## src/rtl/assert_macros.svh

```systemverilog
// Assertion macros shared by the periodic tick dispatcher RTL.
`ifndef ASSERT_MACROS_SVH
`define ASSERT_MACROS_SVH
`ifndef SYNTHESIS
`define PDT_ASSERT(label, clk, rst, prop) \
   label: assert property (@(posedge clk) disable iff (rst) prop) \
      else $error("%m: assertion failed");
`define PDT_ASSERT_ALWAYS(label, clk, prop) \
   label: assert property (@(posedge clk) prop) \
      else $error("%m: assertion failed");
`else
`define PDT_ASSERT(label, clk, rst, prop)
`define PDT_ASSERT_ALWAYS(label, clk, prop)
`endif
`endif

```

## src/rtl/pdt_pkg.sv

```systemverilog
// Types and constants of the periodic tick dispatcher.
package pdt_pkg;

   localparam int TICK_W    = 16;
   localparam int SLOT_W    = 4;
   localparam int STATUS_W  = 2;
   localparam int TABLE_CAP = 16;
   localparam int DIV_CNT_W = 4;

   localparam logic [TICK_W-1:0] TICK_LIMIT = 16'hFFFF;

   localparam logic OP_TICK = 1'b0;
   localparam logic OP_REG  = 1'b1;

   localparam logic KIND_REPLY = 1'b0;
   localparam logic KIND_FIRE  = 1'b1;

   localparam logic [STATUS_W-1:0] STATUS_OK   = 2'd0;
   localparam logic [STATUS_W-1:0] STATUS_FULL = 2'd1;
   localparam logic [STATUS_W-1:0] STATUS_BAD  = 2'd2;

   typedef enum logic [2:0] {
      S_IDLE,
      S_DIV,
      S_CAP,
      S_DRAIN,
      S_REPLY
   } fsm_state_type;

   typedef struct packed {
      logic              clear;
      logic              step;
      logic              dbit;
      logic              capture;
      logic              shift;
      logic              write;
      logic [SLOT_W-1:0] wr_slot;
      logic [TICK_W-1:0] wr_period;
   } cell_ctrl_type;

   typedef struct packed {
      logic              match;
      logic [SLOT_W-1:0] slot;
   } link_type;

endpackage

```

## src/rtl/pdt_cell.sv

```systemverilog
// One watcher cell: stored period, bit-serial remainder and one stage of the result chain.
module pdt_cell (
   input  logic                       clock,
   input  logic                       reset,
   input  pdt_pkg::cell_ctrl_type     ctrl,
   input  logic [pdt_pkg::SLOT_W-1:0] slot_id,
   input  logic                       active,
   input  pdt_pkg::link_type          prev_link,
   output pdt_pkg::link_type          next_link
);

   logic [pdt_pkg::TICK_W-1:0] period_ff;
   logic [pdt_pkg::TICK_W-1:0] rem_ff;
   logic [pdt_pkg::TICK_W-1:0] rem_in;
   logic [pdt_pkg::TICK_W:0]   shifted;
   logic [pdt_pkg::TICK_W:0]   trial;
   pdt_pkg::link_type          link_ff;
   pdt_pkg::link_type          link_in;

   always_comb begin
      shifted = {rem_ff, ctrl.dbit};
      trial   = shifted - {1'b0, period_ff};
      rem_in  = rem_ff;
      if (ctrl.clear) begin
         rem_in = '0;
      end else if (ctrl.step) begin
         if (shifted >= {1'b0, period_ff}) begin
            rem_in = trial[pdt_pkg::TICK_W-1:0];
         end else begin
            rem_in = shifted[pdt_pkg::TICK_W-1:0];
         end
      end
   end

   always_comb begin
      link_in = link_ff;
      if (ctrl.capture) begin
         link_in.match = active && (rem_ff == '0);
         link_in.slot  = slot_id;
      end else if (ctrl.shift) begin
         link_in = prev_link;
      end
   end

   always_ff @(posedge clock) begin
      rem_ff       <= rem_in;
      link_ff.slot <= link_in.slot;
      if (ctrl.write && (ctrl.wr_slot == slot_id)) begin
         period_ff <= ctrl.wr_period;
      end
      if (reset) begin
         link_ff.match <= 1'b0;
      end else begin
         link_ff.match <= link_in.match;
      end
   end

   assign next_link = link_ff;

endmodule

```

## src/rtl/periodic_tick_dispatcher.sv

```systemverilog
// Periodic tick dispatcher: tick counter, row of watcher cells and result sequencer.
//
// Input words (req_valid/req_stall) carry an op and a period. A tick word
// advances the counter, which wraps from its limit back to 1, and then yields
// one fire word per watcher whose period divides the new count, newest slot
// first, the final one marked by rsp_last. A tick with no match yields none.
// A register word stores a period in the next free cell and yields one reply.
// Each cell divides the count by its own period bit-serially, one bit a cycle,
// so a tick passes through division, a capture step and a walk of the result
// chain, one cell at a time. The block takes one word at a time; req_stall is
// high until its results are all loaded into the output register. A stall on
// rsp_stall holds the output word and halts the chain walk only at a matching
// cell. Synchronous reset clears the counter, the watcher count and the output
// valid; stored periods are not cleared and need no clearing pass.
module periodic_tick_dispatcher #(
   parameter int MAX_WATCHERS = 16
) (
   input  logic                         clock,
   input  logic                         reset,
   input  logic                         req_valid,
   output logic                         req_stall,
   input  logic                         req_op,
   input  logic [pdt_pkg::TICK_W-1:0]   req_period,
   output logic                         rsp_valid,
   input  logic                         rsp_stall,
   output logic                         rsp_kind,
   output logic [pdt_pkg::STATUS_W-1:0] rsp_status,
   output logic [pdt_pkg::SLOT_W-1:0]   rsp_slot,
   output logic [pdt_pkg::TICK_W-1:0]   rsp_tick_now,
   output logic                         rsp_last
);

   `include "assert_macros.svh"

   localparam int NCELL = (MAX_WATCHERS > pdt_pkg::TABLE_CAP) ? pdt_pkg::TABLE_CAP
                                                              : MAX_WATCHERS;
   localparam int CNT_W = $clog2(NCELL + 1);
   localparam logic [NCELL-1:0] BELOW_MASK = {NCELL{1'b1}} >> 1;

   pdt_pkg::fsm_state_type state_ff, state_in;
   pdt_pkg::cell_ctrl_type ctrl;
   pdt_pkg::link_type      links [NCELL];
   pdt_pkg::link_type      top_link;
   logic [NCELL-1:0]       match_vec;

   logic [CNT_W-1:0]              cnt_ff, cnt_in;
   logic [CNT_W-1:0]              dcnt_ff, dcnt_in;
   logic [pdt_pkg::DIV_CNT_W-1:0] divc_ff, divc_in;
   logic [pdt_pkg::TICK_W-1:0]    tick_ff, tick_in;
   logic [pdt_pkg::TICK_W-1:0]    div_ff, div_in;
   logic [pdt_pkg::TICK_W-1:0]    now_val;
   logic [pdt_pkg::STATUS_W-1:0]  pend_status_ff, pend_status_in;
   logic [pdt_pkg::SLOT_W-1:0]    pend_slot_ff, pend_slot_in;

   logic                         rsp_valid_ff, rsp_valid_in;
   logic                         rsp_kind_ff, rsp_kind_in;
   logic [pdt_pkg::STATUS_W-1:0] rsp_status_ff, rsp_status_in;
   logic [pdt_pkg::SLOT_W-1:0]   rsp_slot_ff, rsp_slot_in;
   logic [pdt_pkg::TICK_W-1:0]   rsp_tick_ff, rsp_tick_in;
   logic                         rsp_last_ff, rsp_last_in;

   logic accept;
   logic out_free;
   logic advance;
   logic table_full;
   logic period_bad;

   genvar gi;
   generate
      for (gi = 0; gi < NCELL; gi++) begin : g_cell
         pdt_pkg::link_type prev;
         if (gi == 0) begin : g_head
            assign prev = '0;
         end else begin : g_body
            assign prev = links[gi-1];
         end
         pdt_cell u_cell (
            .clock     (clock),
            .reset     (reset),
            .ctrl      (ctrl),
            .slot_id   (pdt_pkg::SLOT_W'(gi)),
            .active    (CNT_W'(gi) < cnt_ff),
            .prev_link (prev),
            .next_link (links[gi])
         );
         assign match_vec[gi] = links[gi].match;
      end
   endgenerate

   assign top_link   = links[NCELL-1];
   assign req_stall  = (state_ff != pdt_pkg::S_IDLE);
   assign accept     = req_valid && (state_ff == pdt_pkg::S_IDLE);
   assign out_free   = !rsp_valid_ff || !rsp_stall;
   assign advance    = !top_link.match || out_free;
   assign table_full = (cnt_ff >= CNT_W'(NCELL));
   assign period_bad = (req_period == '0) || (req_period > pdt_pkg::TICK_LIMIT);
   assign now_val    = (tick_ff >= pdt_pkg::TICK_LIMIT) ? pdt_pkg::TICK_W'(1)
                                                        : tick_ff + pdt_pkg::TICK_W'(1);

   always_comb begin
      state_in       = state_ff;
      ctrl           = '0;
      ctrl.dbit      = div_ff[pdt_pkg::TICK_W-1];
      ctrl.wr_slot   = pdt_pkg::SLOT_W'(cnt_ff);
      ctrl.wr_period = req_period;
      cnt_in         = cnt_ff;
      dcnt_in        = dcnt_ff;
      divc_in        = divc_ff;
      tick_in        = tick_ff;
      div_in         = div_ff;
      pend_status_in = pend_status_ff;
      pend_slot_in   = pend_slot_ff;
      rsp_valid_in   = rsp_valid_ff && rsp_stall;
      rsp_kind_in    = rsp_kind_ff;
      rsp_status_in  = rsp_status_ff;
      rsp_slot_in    = rsp_slot_ff;
      rsp_tick_in    = rsp_tick_ff;
      rsp_last_in    = rsp_last_ff;
      unique case (state_ff)
         pdt_pkg::S_IDLE: begin
            if (accept) begin
               if (req_op == pdt_pkg::OP_REG) begin
                  pend_slot_in = '0;
                  if (table_full) begin
                     pend_status_in = pdt_pkg::STATUS_FULL;
                  end else if (period_bad) begin
                     pend_status_in = pdt_pkg::STATUS_BAD;
                  end else begin
                     pend_status_in = pdt_pkg::STATUS_OK;
                     pend_slot_in   = pdt_pkg::SLOT_W'(cnt_ff);
                     ctrl.write     = 1'b1;
                     cnt_in         = cnt_ff + CNT_W'(1);
                  end
                  state_in = pdt_pkg::S_REPLY;
               end else begin
                  tick_in    = now_val;
                  div_in     = now_val;
                  divc_in    = '0;
                  ctrl.clear = 1'b1;
                  state_in   = pdt_pkg::S_DIV;
               end
            end
         end
         pdt_pkg::S_DIV: begin
            ctrl.step = 1'b1;
            div_in    = div_ff << 1;
            divc_in   = divc_ff + pdt_pkg::DIV_CNT_W'(1);
            if (divc_ff == '1) begin
               state_in = pdt_pkg::S_CAP;
            end
         end
         pdt_pkg::S_CAP: begin
            ctrl.capture = 1'b1;
            dcnt_in      = '0;
            state_in     = pdt_pkg::S_DRAIN;
         end
         pdt_pkg::S_DRAIN: begin
            if (advance) begin
               ctrl.shift = 1'b1;
               if (top_link.match) begin
                  rsp_valid_in  = 1'b1;
                  rsp_kind_in   = pdt_pkg::KIND_FIRE;
                  rsp_status_in = pdt_pkg::STATUS_OK;
                  rsp_slot_in   = top_link.slot;
                  rsp_tick_in   = tick_ff;
                  rsp_last_in   = !(|(match_vec & BELOW_MASK));
               end
               if (dcnt_ff == CNT_W'(NCELL - 1)) begin
                  state_in = pdt_pkg::S_IDLE;
               end else begin
                  dcnt_in = dcnt_ff + CNT_W'(1);
               end
            end
         end
         pdt_pkg::S_REPLY: begin
            if (out_free) begin
               rsp_valid_in  = 1'b1;
               rsp_kind_in   = pdt_pkg::KIND_REPLY;
               rsp_status_in = pend_status_ff;
               rsp_slot_in   = pend_slot_ff;
               rsp_tick_in   = '0;
               rsp_last_in   = 1'b1;
               state_in      = pdt_pkg::S_IDLE;
            end
         end
         default: begin
            state_in = pdt_pkg::S_IDLE;
         end
      endcase
   end

   always_ff @(posedge clock) begin
      dcnt_ff        <= dcnt_in;
      divc_ff        <= divc_in;
      div_ff         <= div_in;
      pend_status_ff <= pend_status_in;
      pend_slot_ff   <= pend_slot_in;
      rsp_kind_ff    <= rsp_kind_in;
      rsp_status_ff  <= rsp_status_in;
      rsp_slot_ff    <= rsp_slot_in;
      rsp_tick_ff    <= rsp_tick_in;
      rsp_last_ff    <= rsp_last_in;
      if (reset) begin
         state_ff     <= pdt_pkg::S_IDLE;
         cnt_ff       <= '0;
         tick_ff      <= '0;
         rsp_valid_ff <= 1'b0;
      end else begin
         state_ff     <= state_in;
         cnt_ff       <= cnt_in;
         tick_ff      <= tick_in;
         rsp_valid_ff <= rsp_valid_in;
      end
   end

   assign rsp_valid    = rsp_valid_ff;
   assign rsp_kind     = rsp_kind_ff;
   assign rsp_status   = rsp_status_ff;
   assign rsp_slot     = rsp_slot_ff;
   assign rsp_tick_now = rsp_tick_ff;
   assign rsp_last     = rsp_last_ff;

   `PDT_ASSERT(a_cnt_bound, clock, reset, cnt_ff <= CNT_W'(NCELL))
   `PDT_ASSERT(a_fire_ok, clock, reset,
      (rsp_valid && (rsp_kind == pdt_pkg::KIND_FIRE)) |-> (rsp_status == pdt_pkg::STATUS_OK))
   `PDT_ASSERT(a_reply_last, clock, reset,
      (rsp_valid && (rsp_kind == pdt_pkg::KIND_REPLY)) |-> rsp_last)
   `PDT_ASSERT(a_tick_nonzero, clock, reset, (tick_ff != '0) |=> (tick_ff != '0))

endmodule

```

## config.mk

```make
export PLATFORM = sky130hd
export DESIGN_NAME = periodic_tick_dispatcher
export DESIGN_NICKNAME = d
export VERILOG_FILES = /design/src/rtl/pdt_pkg.sv /design/src/rtl/pdt_cell.sv /design/src/rtl/periodic_tick_dispatcher.sv
export VERILOG_INCLUDE_DIRS = /design/src /design/src/rtl
export SDC_FILE = /design/constraint.sdc
export NUM_CORES = 2
export LEC_CHECK = 0
export BUFFER_PORTS_ARGS = -buffer_cell sky130_fd_sc_hd__clkbuf_2
export CAP_MARGIN = 20
export CORE_MARGIN = 2
export CORE_UTILIZATION = 40
export DETAILED_ROUTE_END_ITERATION = 8
export HOLD_SLACK_MARGIN = 0.06
export PLACE_DENSITY_LB_ADDON = 0.25
export REMOVE_ABC_BUFFERS = 1
export SYNTH_ARGS = -nofsm -noshare
export SYNTH_HDL_FRONTEND = slang
export SYNTH_SLANG_ARGS = --single-unit
```

## constraint.sdc

```tcl
create_clock -name clock -period 10.1 [get_ports clock]
set_input_delay 1.515 -clock clock [delete_from_list [all_inputs] [get_ports clock]]
set_output_delay 1.515 -clock clock [all_outputs]
set_load 0.02 [all_outputs]
```

# Yosys cells after proc, flatten, opt, wreduce, memory -nomap -nowiden
# Cells that the tools add are included.
[word_totals]
regBits = 657
out_inout_bits = 26
in_bits = 21
wordCells = 340
[op_classes]
order_cmp = 35
n_mux = 102
n_eq_ne = 29
n_bitwise = 3
n_addsub = 20
reduce_logical = 74
[ops]
columns = ["cell", "n"]
rows = [
  ["$mux 16", 22],
  ["$ge 17x16->1", 16],
  ["$logic_not 16->1", 17],
  ["$sub 16x16->16", 16],
  ["$mux 5", 34],
  ["$pmux 16 s2", 2],
  ["$lt 4x5->1 const A", 8],
  ["$eq 4x4->1 const B", 9],
  ["$logic_and 1x1->1", 34],
  ["$mux 1", 21],
  ["$lt 3x5->1 const A", 4],
  ["$mux 4", 5],
  ["$mux 3", 6],
  ["$add 16x1->16 const B", 1],
  ["$eq 4x3->1 const B", 4],
  ["$ge 16x16->1 const B", 1],
  ["$gt 16x16->1 const B", 1],
  ["$pmux 4 s2", 2],
  ["$pmux 3 s5", 1],
  ["$reduce_or 15->1", 1],
  ["$ne 2x2->1 const B", 7],
  ["$reduce_and 3->1", 4],
  ["$add 5x1->5 const B", 2],
  ["$lt 1x5->1 const A", 2],
  ["24 further kinds", 43],
]

# Depth between registers and ports, before layout
[depth]
ltp_word = 8
mapped_depth = 12
depth_no_buf = 12

# Modules after synthesis
# Synthesis repeated with hierarchy kept, for this count alone.
[unflattened]
cells_unflattened = 4755
hier_area_um2 = 43938.4
[by_module_without_submodules]
columns = ["module", "area_per_inst_um2", "n_inst", "seq_area_each_um2", "cells_each"]
rows = [
  ["pdt_cell at g_cell[11].u_cell ...", 2454.9, 11, 940.9, 264],
  ["pdt_cell at g_cell[0].u_cell ...", 2605.0, 5, 940.9, 294],
  ["periodic_tick_dispatcher", 3910.0, 1, 2152.1, 381],
]

# Worst setup path after synthesis
# OpenSTA, ideal clock, no wires.
[synth_timing]
path_kind = "in2reg"
from = "input port req_period[1] (netlist name)"
to = "register g_cell[3].u_cell.period_ff[0] (netlist name), enable pin"
n_path_buf = 1
required_ns = 9.691
t_arrival_ns = 3.529
setup_ns = 0.409
slack_ns = 6.162
path_stages = 7
path_cell_list = "nor4_1 nand4_1 nor2b_1 and2_1 clkbuf_1 nand2_1 nor3_1"
[synth_via]
elab_chain_len = 8
word_cells_on_any_way = 9
cone_classes = "order compare (1); mux (5); reduce/logical (3)"
[synth_lines]
columns = ["item", "line_no", "rtl"]
rows = [
  ["start: declaration", "periodic_tick_dispatcher.sv:23", "input logic [pdt_pkg::TICK_W-1:0] req_period,"],
  ["$gt 16x16->1 or $logic_not 16->1 (tied branches)", "periodic_tick_dispatcher.sv:96", "assign period_bad = (req_period == '0) || (req_period > pdt_pkg::TICK_LIMIT);"],
  ["$logic_or 1x1->1 (*)", "periodic_tick_dispatcher.sv:96", ""],
  ["$mux 1 (*)", "periodic_tick_dispatcher.sv:126", "end else if (period_bad) begin"],
  ["$mux 1 (*)", "periodic_tick_dispatcher.sv:124", "if (table_full) begin"],
  ["$mux 1 (*)", "periodic_tick_dispatcher.sv:122", "if (req_op == pdt_pkg::OP_REG) begin"],
  ["$mux 1 (*)", "periodic_tick_dispatcher.sv:121", "if (accept) begin"],
  ["$mux 1 (*)", "periodic_tick_dispatcher.sv:119", "unique case (state_ff)"],
  ["$logic_and 1x1->1 (*)", "pdt_cell.sv:48", "if (ctrl.write && (ctrl.wr_slot == slot_id)) begin"],
  ["end signal: assignment", "pdt_cell.sv:49", "period_ff <= ctrl.wr_period;"],
  ["end: declaration", "pdt_cell.sv:12", "logic [pdt_pkg::TICK_W-1:0] period_ff;"],
]
# Every way passes the cells marked *; elsewhere a longest branch is shown, timed or not.
# A chain may end at the register's enable or synchronous reset.

# Final worst setup path
[layout_timing]
from = "register div_ff[15] (netlist name)"
to = "register g_cell[2].u_cell.rem_ff[8] (netlist name)"
[layout_via]
elab_chain_len = 2
word_cells_on_any_way = 3
cone_classes = "add/sub (1); order compare (1); mux (1)"
[layout_lines]
columns = ["item", "line_no", "rtl"]
rows = [
  ["start: declaration", "periodic_tick_dispatcher.sv:50", "logic [pdt_pkg::TICK_W-1:0] div_ff, div_in;"],
  ["start signal: assignment", "periodic_tick_dispatcher.sv:195", "div_ff <= div_in;"],
  ["$sub 16x16->16 or $ge 17x16->1 (tied branches)", "pdt_cell.sv:22, pdt_cell.sv:27", ""],
  ["$mux 16 (*)", "pdt_cell.sv:27", "if (shifted >= {1'b0, period_ff}) begin"],
  ["end signal: assignment", "pdt_cell.sv:46", "rem_ff <= rem_in;"],
  ["end: declaration", "pdt_cell.sv:13", "logic [pdt_pkg::TICK_W-1:0] rem_ff;"],
]
# Marks and branches as above.

==> results.yml <==
status:
  status: "finished, final reports clean"
setup_path:
  startpoint_type: "flop"
  worst-setup-path-type: "reg2reg"
  cp_cell_sequence: "buf_4 > clkinv_1 > buf_4 > ha_1 > nor2b_1 > o31ai_1 > a211oi_1 > o2111ai_1 > a31oi_2 > buf_4 > mux2i_1 > a21oi_1"
  r2r_cells: 12
  path_buf_inv: 4
  worst-path-max-fanout: 13
  critPathTopFamily: "buffers and inverters"
  regToRegEndpoint: "g_cell[2].u_cell.rem_ff[8]"
  r2r_setup_slack_ns: 5.61
  end_kind: "flop"
  reg2reg_from: "div_ff[15]"
  slowest_delay_ns: 0.79
  arrival_ns: 4.95
  cp.required_ns: 10.56
  cp_slowest_cell: "clkinv_1"
  crit_top_cell: "buf_4"
synth:
  synth_mux_area_share_pct: 4.032
  synthXorXnorAreaFrac_pct: 4.445
  synth_area_leader_cell: "edfxtp_1"
  synth-simple-area-share_pct: 14.31
  synth-async-reset-ratio_pct: 0
  syn_area_mm2: 0.03783
  synthTopCellsByCount: "dfxtp_1 (339), nand2_1 (334), a21oi_1 (330)"
  yosysMostFrequentCell: "dfxtp_1"
  yosysSeqAreaShare_pct: 42.62
  synthDistinctLibCells: 95
  synthCells: 4050
  synth_compound_area_share_pct: 19.82
  ys_seq_elements: 650
  ys.flop_type: "dfxtp_1"
  yosysTopAreaCellShare_pct: 24.69
  post_synth.cell_area_avg_um2: 9.341
  synth_edf_count: 311
  yosys_warnings: 0
  synth_area_leaders: "edfxtp_1 (25%), dfxtp_1 (18%), ha_1 (8.7%)"
  synth_fa_ha_area_share_pct: 9.578
  synth_top_family_by_area: "compound AO/OA/AOI/OAI gates"
min_path:
  hold_depth: 2
  hp-class: "reg2reg"
  min_to: "g_cell[4].u_cell.next_link[1]"
  hp-start: "g_cell[4].u_cell.next_link[1]"
finish:
  area.sequential_mm2: 0.01613
  area_delta_synth_final_pct: 11.52
  n_antenna_cell: 0
  fillers: 8964
  nNetsFinal: 4373
  instances_no_fill: 5389
  multi_input_area_mm2: 0.01983
  drive_gt1_share_pct: 7.690
route:
  vias: 29808
  wl_per_cell_um: 18.46
  routed.top_layer: "met5"
  ant_nets: 0
  wl_met2_um: 43810
  viasPerCell: 5.531
  met3WireLength_um: 4811
  drtIter0Drc: 2245
  wl_met1_um: 47560
  drtPass1Iterations: 5
  drc_errors: 0
  drt_wl_total_um: 99460
sta:
  tightestPinTransition_ns: 1.107
  clock.fmax_mhz: 222.6
  rsz0062_at_grt: "false"
  period_needed_ns: 4.493
  setup_viol_count_final: 0
  finalMaxSlewViolations: 0
  setup_tns_ns: 0
  clock-skew-final_ns: 0.03631
  period_share_pct: 44.49
  finalHoldViolations: 0
  slew_headroom_pct: 26.19
global_routing:
  grt_pass1_vias: 28299
  grt_max_degree: 98
  gr-total-overflow: 0
  grt_antenna_before_repair: 6
  grt_pass1_wl_um: 157000
  grt_usage_pct: 20.09
job:
  maxCapViolCount: 0
clock_tree:
  clk_root_buffer_cell: "clkbuf_16"
  clk_path_buf_depth: 3
  cts_sinks: 650
  clock_latency_ns: 0.65
  htreeDepth: 3
  cts_tree: "yes"
  cts_resized: 0
  numCtsBuffers: 76
  cts_setup_buffers: 0
  clkTransAtPathRegs_ns: 0.06
  ctsHoldBuffers: 0
power:
  cellLeakagePower_nw: 17.43
  ir_drop_uv: 143.7
  power.density_mw_per_mm2: 290.6
floorplanning:
  start_util_pct: 40.47
  die-area_mm2: 0.09705
  die_y_um: 311.5
  die_w_um: 311.5
  io_pins: 47
  fp-row-count: 112
  core_area_mm2: 0.09347
placed_design:
  placed_cells: 5242
  io_buffer_count: 46
  hpwl_um: 64370
  gp_congestion: 0.8593
==> worst max-delay path by stage <==
stage,endpoint,startpoint,depth (start not counted)
after floorplan,g_cell[12].u_cell.rem_ff[9],state_ff[0],3
after global placement,g_cell[2].u_cell.rem_ff[6],div_ff[15],12
after detailed placement,g_cell[2].u_cell.rem_ff[8],div_ff[15],12
after CTS,g_cell[2].u_cell.rem_ff[8],div_ff[15],12
after global routing,g_cell[2].u_cell.rem_ff[5],div_ff[15],12
final,g_cell[2].u_cell.rem_ff[8],div_ff[15],12
==> logic make-up (layout without fill, tap and decap cells) <==
| logic type | Yosys count | count (layout) |
|---|---|---|
| fa+ha+maj | 280 | 280 |
| mux | 151 | 151 |
| buf+inv | 494 | 579 |
| xor+xnor | 192 | 192 |
| simple gates | 1118 | 1118 |
| compound gates | 1165 | 1165 |
| flops | 650 | 650 |
==> worst register-to-register path, cell delays in order, from the launching register on <==
cell,delay (ns)
edfxtp_1,0.32
buf_4,0.30
clkinv_1,0.80
buf_4,0.53
ha_1,0.25
nor2b_1,0.15
o31ai_1,0.13
a211oi_1,0.43
o2111ai_1,0.22
a31oi_2,0.57
buf_4,0.35
mux2i_1,0.22
a21oi_1,0.08
==> metrics by stage <==
| stage | instance area (um2) | total power, mW | hold WS (ns) | setup WS [ns] | util [%] |
|---|---|---|---|---|---|
| 2_1_floorplan | 37100 | 8.016 | 0.4227 | 2.899 | - |
| 3_3_place_gp | 39410 | 9.214 | 0.4289 | 5.800 | 42.16 |
| 3_5_place_dp | 39420 | 9.259 | 0.4372 | 5.710 | 42.17 |
| 4_1_cts | 42100 | 12.25 | 0.4461 | 5.711 | 45.04 |
| 5_1_grt | 42190 | 13.16 | 0.4591 | 5.403 | 45.14 |
| 6_report | 42190 | 12.26 | 0.4421 | 5.607 | 45.14 |
==> cells in the final DEF (no fill, tap or decap), drive strengths merged, types with 137 or more instances in the layout <==
master  count
dfxtp     339
a21oi     335
nand2     334
inv       331
o21ai     319
edfxtp    311
ha        264
nor2      254
mux2i     140
clkbuf    137
==> where the power goes <==
group / leakage, nW / internal, mW / switching, mW
Combinational: 10.5 / 2.32 / 3.09
Sequential: 5.62 / 3.33 / 0.578
Clock: 1.30 / 1.78 / 1.16
Total: 17.4 / 7.43 / 4.83
==> state kept, by name, summed over array words and instances, names as in the netlist <==
signal                   flops
rsp_last                     1
cnt_ff                       5
g_cell.u_cell.rem_ff       256
state_ff                     3
divc_ff                      4
rsp_slot                     4
div_ff                      16
tick_ff                     16
rsp_status                   2
rsp_valid                    1
pend_status_ff               2
pend_slot_ff                 4
rsp_kind                     1
g_cell.u_cell.next_link     58
g_cell.u_cell.period_ff    256
dcnt_ff                      5
rsp_tick_now                16
==> layout make-up <==
class	instances	area share (%)
Clock buffer	91	4.816
Timing Repair Buffer	109	1.785
Clock inverter	50	1.536
Sequential cell	650	38.22
Tap cell	1254	3.719
Multi-Input combinational cell	2906	46.99
Inverter	329	2.927
==> layer usage <==
layer	GRT usage, %	vias up
met2	31.76	675
met5	0	-
met3	2.842	181
li1	-	14827
met4	6.741	2
met1	28.14	14123
No activity file was read; power rests on OpenSTA's default activity.
